### src/rtl/u8dec_pkg.sv
package u8dec_pkg;

  localparam int unsigned CpW     = 21;
  localparam int unsigned CntW    = 3;
  localparam int unsigned MaxRes  = 3;
  localparam int unsigned ResIdxW = 2;
  localparam int unsigned QDepth  = 4;
  localparam int unsigned QAddrW  = 2;

  localparam logic [CpW-1:0] ReplCp    = 21'h00FFFD;
  localparam logic [CpW-1:0] MinCp2    = 21'h000080;
  localparam logic [CpW-1:0] MinCp3    = 21'h000800;
  localparam logic [CpW-1:0] MinCp4    = 21'h010000;
  localparam logic [CpW-1:0] SurrLo    = 21'h00D800;
  localparam logic [CpW-1:0] SurrHi    = 21'h00DFFF;
  localparam logic [CpW-1:0] MaxCp     = 21'h10FFFF;

  localparam logic [CntW-1:0] Len1 = 3'd1;
  localparam logic [CntW-1:0] Len2 = 3'd2;
  localparam logic [CntW-1:0] Len3 = 3'd3;
  localparam logic [CntW-1:0] Len4 = 3'd4;

  typedef struct packed {
    logic [CpW-1:0]  code_point;
    logic            malformed;
    logic [CntW-1:0] byte_count;
  } res_t;

  typedef struct packed {
    logic [ResIdxW-1:0]     cnt;
    res_t [MaxRes-1:0]      res;
  } group_t;

endpackage

### src/rtl/u8dec_front.sv
module u8dec_front (
  input  logic            clk_i,
  input  logic            rst_ni,
  input  logic            in_valid_i,
  output logic            in_ready_o,
  input  logic [7:0]      in_byte_i,
  input  logic            end_of_text_i,
  output logic            push_o,
  output u8dec_pkg::group_t push_data_o,
  input  logic            q_ready_i
);
  import u8dec_pkg::*;

  logic [CpW-1:0]  pv_q, pv_d;
  logic [CntW-1:0] el_q, el_d;
  logic [CntW-1:0] bs_q, bs_d;

  logic                 fire;
  logic [ResIdxW-1:0]   n_v;
  res_t [MaxRes-1:0]    res_v;
  logic [CpW-1:0]       cp_v;
  logic [CntW-1:0]      bs_v;
  logic                 bad_v;
  logic                 start_v;

  assign in_ready_o = q_ready_i;
  assign fire       = in_valid_i && q_ready_i;

  always_comb begin
    pv_d    = pv_q;
    el_d    = el_q;
    bs_d    = bs_q;
    n_v     = '0;
    res_v   = '0;
    cp_v    = {pv_q[CpW-7:0], in_byte_i[5:0]};
    bs_v    = bs_q + Len1;
    bad_v   = 1'b0;
    start_v = 1'b0;

    if (el_q != '0) begin
      if (in_byte_i[7:6] == 2'b10) begin
        pv_d = cp_v;
        bs_d = bs_v;
        if (bs_v >= el_q) begin
          if ((el_q == Len2 && cp_v < MinCp2) || (el_q == Len3 && cp_v < MinCp3) ||
              (el_q == Len4 && cp_v < MinCp4)) begin
            bad_v = 1'b1;
          end
          if (cp_v >= SurrLo && cp_v <= SurrHi) begin
            bad_v = 1'b1;
          end
          if (cp_v > MaxCp) begin
            bad_v = 1'b1;
          end
          res_v[n_v] = '{code_point: bad_v ? ReplCp : cp_v, malformed: bad_v,
                         byte_count: el_q};
          n_v  = n_v + 1'b1;
          pv_d = '0;
          el_d = '0;
          bs_d = '0;
        end
      end else begin
        res_v[n_v] = '{code_point: ReplCp, malformed: 1'b1, byte_count: bs_q};
        n_v     = n_v + 1'b1;
        pv_d    = '0;
        el_d    = '0;
        bs_d    = '0;
        start_v = 1'b1;
      end
    end else begin
      start_v = 1'b1;
    end

    if (start_v) begin
      if (in_byte_i < 8'h80) begin
        res_v[n_v] = '{code_point: {13'd0, in_byte_i}, malformed: 1'b0, byte_count: Len1};
        n_v = n_v + 1'b1;
      end else if (in_byte_i inside {[8'hC2:8'hDF]}) begin
        pv_d = {16'd0, in_byte_i[4:0]};
        el_d = Len2;
        bs_d = Len1;
      end else if (in_byte_i inside {[8'hE0:8'hEF]}) begin
        pv_d = {17'd0, in_byte_i[3:0]};
        el_d = Len3;
        bs_d = Len1;
      end else if (in_byte_i inside {[8'hF0:8'hF4]}) begin
        pv_d = {18'd0, in_byte_i[2:0]};
        el_d = Len4;
        bs_d = Len1;
      end else begin
        res_v[n_v] = '{code_point: ReplCp, malformed: 1'b1, byte_count: Len1};
        n_v = n_v + 1'b1;
      end
    end

    if (end_of_text_i && el_d != '0) begin
      res_v[n_v] = '{code_point: ReplCp, malformed: 1'b1, byte_count: bs_d};
      n_v  = n_v + 1'b1;
      pv_d = '0;
      el_d = '0;
      bs_d = '0;
    end
  end

  assign push_o           = fire && (n_v != '0);
  assign push_data_o.cnt  = n_v;
  assign push_data_o.res  = res_v;

  always_ff @(posedge clk_i or negedge rst_ni) begin
    if (!rst_ni) begin
      pv_q <= '0;
      el_q <= '0;
      bs_q <= '0;
    end else if (fire) begin
      pv_q <= pv_d;
      el_q <= el_d;
      bs_q <= bs_d;
    end
  end

endmodule

### src/rtl/u8dec_queue.sv
module u8dec_queue (
  input  logic              clk_i,
  input  logic              rst_ni,
  input  logic              push_i,
  input  u8dec_pkg::group_t push_data_i,
  output logic              ready_o,
  output logic              not_empty_o,
  output u8dec_pkg::group_t head_o,
  input  logic              pop_i
);
  import u8dec_pkg::*;

  group_t            mem_q [QDepth];
  logic [QAddrW-1:0] wr_ptr_q, wr_ptr_d;
  logic [QAddrW-1:0] rd_ptr_q, rd_ptr_d;
  logic [QAddrW:0]   count_q, count_d;
  logic              do_push, do_pop;

  assign ready_o     = count_q != QDepth[QAddrW:0];
  assign not_empty_o = count_q != '0;
  assign head_o      = mem_q[rd_ptr_q];
  assign do_push     = push_i && ready_o;
  assign do_pop      = pop_i && not_empty_o;

  always_comb begin
    wr_ptr_d = do_push ? wr_ptr_q + 1'b1 : wr_ptr_q;
    rd_ptr_d = do_pop ? rd_ptr_q + 1'b1 : rd_ptr_q;
    count_d  = count_q;
    if (do_push && !do_pop) begin
      count_d = count_q + 1'b1;
    end else if (do_pop && !do_push) begin
      count_d = count_q - 1'b1;
    end
  end

  always_ff @(posedge clk_i) begin
    if (do_push) begin
      mem_q[wr_ptr_q] <= push_data_i;
    end
  end

  always_ff @(posedge clk_i or negedge rst_ni) begin
    if (!rst_ni) begin
      wr_ptr_q <= '0;
      rd_ptr_q <= '0;
      count_q  <= '0;
    end else begin
      wr_ptr_q <= wr_ptr_d;
      rd_ptr_q <= rd_ptr_d;
      count_q  <= count_d;
    end
  end

endmodule

### src/rtl/u8dec_back.sv
module u8dec_back (
  input  logic              clk_i,
  input  logic              rst_ni,
  input  logic              not_empty_i,
  input  u8dec_pkg::group_t head_i,
  output logic              pop_o,
  output logic              out_valid_o,
  input  logic              out_ready_i,
  output logic [20:0]       code_point_o,
  output logic              malformed_o,
  output logic [2:0]        byte_count_o,
  output logic              last_of_item_o
);
  import u8dec_pkg::*;

  logic               valid_q, valid_d;
  res_t               res_q;
  logic               last_q;
  logic [ResIdxW-1:0] idx_q, idx_d;
  logic               load;
  logic               take;
  logic               is_last;

  assign load    = !valid_q || out_ready_i;
  assign take    = load && not_empty_i;
  assign is_last = (idx_q + 1'b1) == head_i.cnt;
  assign pop_o   = take && is_last;

  always_comb begin
    valid_d = load ? not_empty_i : valid_q;
    idx_d   = idx_q;
    if (take) begin
      idx_d = is_last ? '0 : idx_q + 1'b1;
    end
  end

  always_ff @(posedge clk_i or negedge rst_ni) begin
    if (!rst_ni) begin
      valid_q <= 1'b0;
      idx_q   <= '0;
    end else begin
      valid_q <= valid_d;
      idx_q   <= idx_d;
    end
  end

  always_ff @(posedge clk_i) begin
    if (take) begin
      res_q  <= head_i.res[idx_q];
      last_q <= is_last;
    end
  end

  assign out_valid_o    = valid_q;
  assign code_point_o   = res_q.code_point;
  assign malformed_o    = res_q.malformed;
  assign byte_count_o   = res_q.byte_count;
  assign last_of_item_o = last_q;

endmodule

### src/rtl/utf8_validating_decoder.sv
// UTF-8 decoder with validation. Takes one text byte per transfer and gives zero to two
// results per byte (a sequence cut short by a new byte that is not a continuation, followed
// by that byte's own result or by its truncation at end of text); last_of_item marks the
// final result of a byte. The front decodes one byte per cycle while the queue has room
// and writes its results as one group into a four-entry queue; the back drains one result
// per cycle into the output register while it is empty or read, so a byte that yields
// k results takes k output transfers. Input stalls only when the queue is full.
module utf8_validating_decoder (
  input  logic        clk_i,
  input  logic        rst_ni,
  input  logic        in_valid_i,
  output logic        in_ready_o,
  input  logic [7:0]  in_byte_i,
  input  logic        end_of_text_i,
  output logic        out_valid_o,
  input  logic        out_ready_i,
  output logic [20:0] code_point_o,
  output logic        malformed_o,
  output logic [2:0]  byte_count_o,
  output logic        last_of_item_o
);
  import u8dec_pkg::*;

  logic   push;
  group_t push_data;
  logic   q_ready;
  logic   q_not_empty;
  group_t q_head;
  logic   pop;

  u8dec_front u_front (
    .clk_i         (clk_i),
    .rst_ni        (rst_ni),
    .in_valid_i    (in_valid_i),
    .in_ready_o    (in_ready_o),
    .in_byte_i     (in_byte_i),
    .end_of_text_i (end_of_text_i),
    .push_o        (push),
    .push_data_o   (push_data),
    .q_ready_i     (q_ready)
  );

  u8dec_queue u_queue (
    .clk_i       (clk_i),
    .rst_ni      (rst_ni),
    .push_i      (push),
    .push_data_i (push_data),
    .ready_o     (q_ready),
    .not_empty_o (q_not_empty),
    .head_o      (q_head),
    .pop_i       (pop)
  );

  u8dec_back u_back (
    .clk_i          (clk_i),
    .rst_ni         (rst_ni),
    .not_empty_i    (q_not_empty),
    .head_i         (q_head),
    .pop_o          (pop),
    .out_valid_o    (out_valid_o),
    .out_ready_i    (out_ready_i),
    .code_point_o   (code_point_o),
    .malformed_o    (malformed_o),
    .byte_count_o   (byte_count_o),
    .last_of_item_o (last_of_item_o)
  );

endmodule
### config.mk
export PLATFORM = sky130hd
export DESIGN_NAME = utf8_validating_decoder
export DESIGN_NICKNAME = d
export VERILOG_FILES = /design/src/rtl/u8dec_pkg.sv /design/src/rtl/u8dec_front.sv /design/src/rtl/u8dec_queue.sv /design/src/rtl/u8dec_back.sv /design/src/rtl/utf8_validating_decoder.sv
export SDC_FILE = /design/constraint.sdc
export NUM_CORES = 1
export LEC_CHECK = 0
export ABC_CLOCK_PERIOD_IN_PS = 7100
export BUFFER_PORTS_ARGS = -buffer_cell sky130_fd_sc_hd__buf_2
export CORE_MARGIN = 2
export CORE_UTILIZATION = 50
export DETAILED_ROUTE_END_ITERATION = 16
export PLACE_DENSITY = 0.67
export RECOVER_POWER = 25
export SLEW_MARGIN = 5
export SYNTH_ARGS = -nofsm -noshare
export SYNTH_HDL_FRONTEND = slang
export SYNTH_HIERARCHICAL = 1
export SYNTH_SLANG_ARGS = --single-unit
### constraint.sdc
create_clock -name clk_i -period 7.1 [get_ports clk_i]
set_input_delay 0.71 -clock clk_i [delete_from_list [all_inputs] [get_ports clk_i]]
set_output_delay 0.71 -clock clk_i [all_outputs]
set_load 0.02 [all_outputs]
==> results.yml <==
synthesis:
  synth_area_um2: 15200
  yosys_warnings: 6
  seq_area_frac_synth_pct: 70.9
  yosys_register_bits: 365
  synthCells: 847
  async_reset_ff_share_pct: 8.49
  postSynthAreaPerCell_um2: 18.0
  synth_cell_types: 71
  ys.flop_type: "edfxtp_1"
  synth-edff-count: 334
run_status:
  status: "complete, but fails checks"
  violations: "max-capacitance violations, max-slew violations"
routing:
  wirelength_um: 28700
  viasPerCell: 5.87
  vias: 7557
  drtAntennaViolNets: 0
  first_iter_violations: 836
  dr.pass1.iters: 7
  post_drt_wl_per_cell_um: 22.3
  drc_errors: 0
sta:
  setup_slack_ns: 1.99
  finalSetupTns_ns: 0
  finClkSkew_ns: 0.0244
  finalHoldWorstSlack_ns: 0.539
  finalCriticalPeriod_ns: 5.11
  worst_slew_pin_slew_ns: 1.95
  setup_viol: 0
  rsz0062_at_grt: "no"
  max_slew_margin_pct: -30.2
  hold_violations: 0
  slew_violations: 114
  period_share_pct: 72.0
  max_freq_ghz: 0.196
critical_path:
  reg2reg_from: "u_front/bs_q[0]"
  critical_path.top_delay_family: "compound AO/OA/AOI/OAI gates"
  slowest_delay_ns: 0.71
  cp.depth: 18
  required_ns: 7.29
  cp-startpoint: "u_front/bs_q[0]"
  crit_type: "reg2reg"
  arrival_ns: 5.30
  path_cells: "ha_1 -> xor2_1 -> ha_1 -> a21oi_1 -> o21a_1 -> a21oi_1 -> ha_1 -> inv_1 -> o2111ai_1 -> o221ai_1 -> nor2_1 -> ha_1 -> nand2_1 -> nor4b_1 -> a311oi_1 -> a21boi_2 -> and2_4 -> buf_4"
  crit_path_max_fanout: 46
  start_kind: "flop"
  worst-path-buf-inv: 2
  crit_path_end_kind: "flop"
  path_common_cell: "ha_1"
  slowest_stage: "and2_4"
  r2r_cells: 18
pwr:
  power_density_nw_per_um2: 412
  intPower_mw: 4.74
  peakVddDrop_v: 0.000212
  power_frac_seq_pct: 46.3
  comb_power_share_pct: 26.8
  power.leakage_nw: 5.72
  p_sw_mw: 2.09
  clockPowerShare_pct: 26.9
  design_power_total_mw: 6.83
  swShare_pct: 30.6
die:
  start_util_pct: 51.2
  ios: 41
  core_area_um2: 29800
  die-area_um2: 31900
  die_h_um: 179
  chipWidth_um: 179
  num_rows: 63
global_routing:
  grt_overflow_total: 0
  grtUsageTotal_pct: 18.7
  grt_pass1_wl_um: 44600
  antenna_found_initial: 0
  grt_start_max_net_pins: 65
  grt_pass1_vias: 7664
placed_design:
  gp_congestion: 0.912
  placement.setup.worst_slack_ns: 1.93
  io_buffers: 40
  placed_area_um2: 15500
  dp_cells: 1221
  place_hpwl_um: 17400
clock_network:
  root_buffer: "clkbuf_16"
  cts_setup_buffers: 0
  postCtsHoldBufs: 0
  clock_sinks: 365
  numCtsBuffers: 37
  post_cts_resized: 0
  clk_pin_slew_worst_paths_ns: 0.06
  cts_buffer_depth: 3
  htree_levels: 2
  insertion_delay_ns: 0.53
  cts_tree: "built"
min_path:
  worstHoldPathCells: 1
  hold_path.startpoint: "u_queue/count_q[2]"
  min_path_type: "reg2reg"
flow_run:
  cap_viol_max_count: 3
cells_and_area:
  instances_no_fill: 1287
  nets: 897
  final_layout_size_suffix_gt1_share_pct: 20.1
  fill_cells: 2328
  final_cell_mix: "edfxtp_1 (334), mux4_2 (77), nand2_1 (58), clkbuf_1 (40)"
  area_delta_synth_final_pct: 8.88
  antennaDiodeCount: 0
  layout_commonest_cell: "edfxtp_1"
  final_area_um2: 16600
  fin_util_pct: 55.7
[cell usage after synthesis (3+ instances only)]
| cell type | instances | area [um^2] |
|---|---|---|
| a21oi_1 | 14 | 70.1 |
| and2_1 | 10 | 62.6 |
| nor2b_1 | 4 | 25.0 |
| o22ai_1 | 6 | 37.5 |
| mux2i_1 | 29 | 290 |
| dfrtp_1 | 31 | 776 |
| nand2_1 | 58 | 218 |
| mux4_2 | 77 | 1730 |
| o21ai_0 | 34 | 170 |
| buf_4 | 39 | 293 |
| clkbuf_1 | 10 | 37.5 |
| o31ai_2 | 4 | 50.1 |
| a22o_1 | 11 | 96.3 |
| o31ai_1 | 6 | 45.0 |
| xor2_1 | 3 | 26.3 |
| o21ai_1 | 6 | 30.0 |
| buf_2 | 23 | 115 |
| nor2_1 | 26 | 97.6 |
| nor3_1 | 4 | 20.0 |
| nand2b_1 | 4 | 25.0 |
| buf_6 | 7 | 78.8 |
| inv_1 | 12 | 45.0 |
| edfxtp_1 | 334 | 10000 |
| ha_1 | 13 | 163 |
| xnor2_1 | 7 | 61.3 |
| nand3_1 | 20 | 100 |
[final cells by class]
type / instances / area [um^2] / share of cell area (%)
inverter: 13 / 48.8 / 0.294
timing repair buffer: 55 / 267 / 1.61
sequential: 365 / 10800 / 65.1
clock buffer: 48 / 987 / 5.95
clock inverter: 18 / 165 / 0.995
multi-input combinational: 398 / 3830 / 23.1
tap: 390 / 488 / 2.94
[cell families (layout without fill, tap and decap cells)]
kind of cell	count (synthesis)	count (layout)	synth area share (%)
buf+inv	94	134	4.02
fa+ha+maj	14	14	1.20
xor+xnor	10	10	0.574
other cells	1	11	0.0246
mux	108	108	13.4
simple gates	147	147	4.78
flops	365	365	70.9
compound gates	108	108	5.11
[state kept, by name, summed over array words and instances (netlist names)]
name                   flops
u_queue/mem_q            308
u_back/last_of_item_o      1
u_queue/rd_ptr_q           2
u_back/idx_q               2
u_back/code_point_o       21
u_front/bs_q               3
u_front/el_q               3
u_queue/wr_ptr_q           2
u_back/out_valid_o         1
u_queue/count_q            3
u_front/pv_q              15
u_back/byte_count_o        3
u_back/malformed_o         1
[power groups by stage]
| stage | registers (mW) | logic, mW | clock network, mW |
|---|---|---|---|
| 2_1_floorplan | 3.17 | 1.42 | 0 |
| 3_3_place_gp | 3.20 | 1.87 | 0 |
| 3_5_place_dp | 3.22 | 1.89 | 0 |
| 4_1_cts | 3.18 | 1.90 | 1.87 |
| 5_1_grt | 3.22 | 2.01 | 1.96 |
| 6_report | 3.16 | 1.83 | 1.84 |
[metal layers]
layer	GRT usage, %	routed length, um	part of all wire [%]	vias to the layer above
met2	30.2	13800	48	249
met1	27.2	12900	45	3904
met3	2.71	1510	5.2	39
met4	4.71	467	1.6	0
li1	-	-	-	3365
met5	0	0	0	-
[final timing paths]
check	slack, ns	to
setup / recovery	1.99	u_queue/mem_q[0][7]
hold / removal	0.54	u_queue/count_q[2]
setup reg to reg	1.99	u_queue/mem_q[0][7]
hold reg to reg	0.54	u_queue/count_q[2]
max in group asynchronous	5.16	u_queue/rd_ptr_q[1]
min in group asynchronous	0.67	u_front/el_q[1]
(Power assumes the default switching activity.)
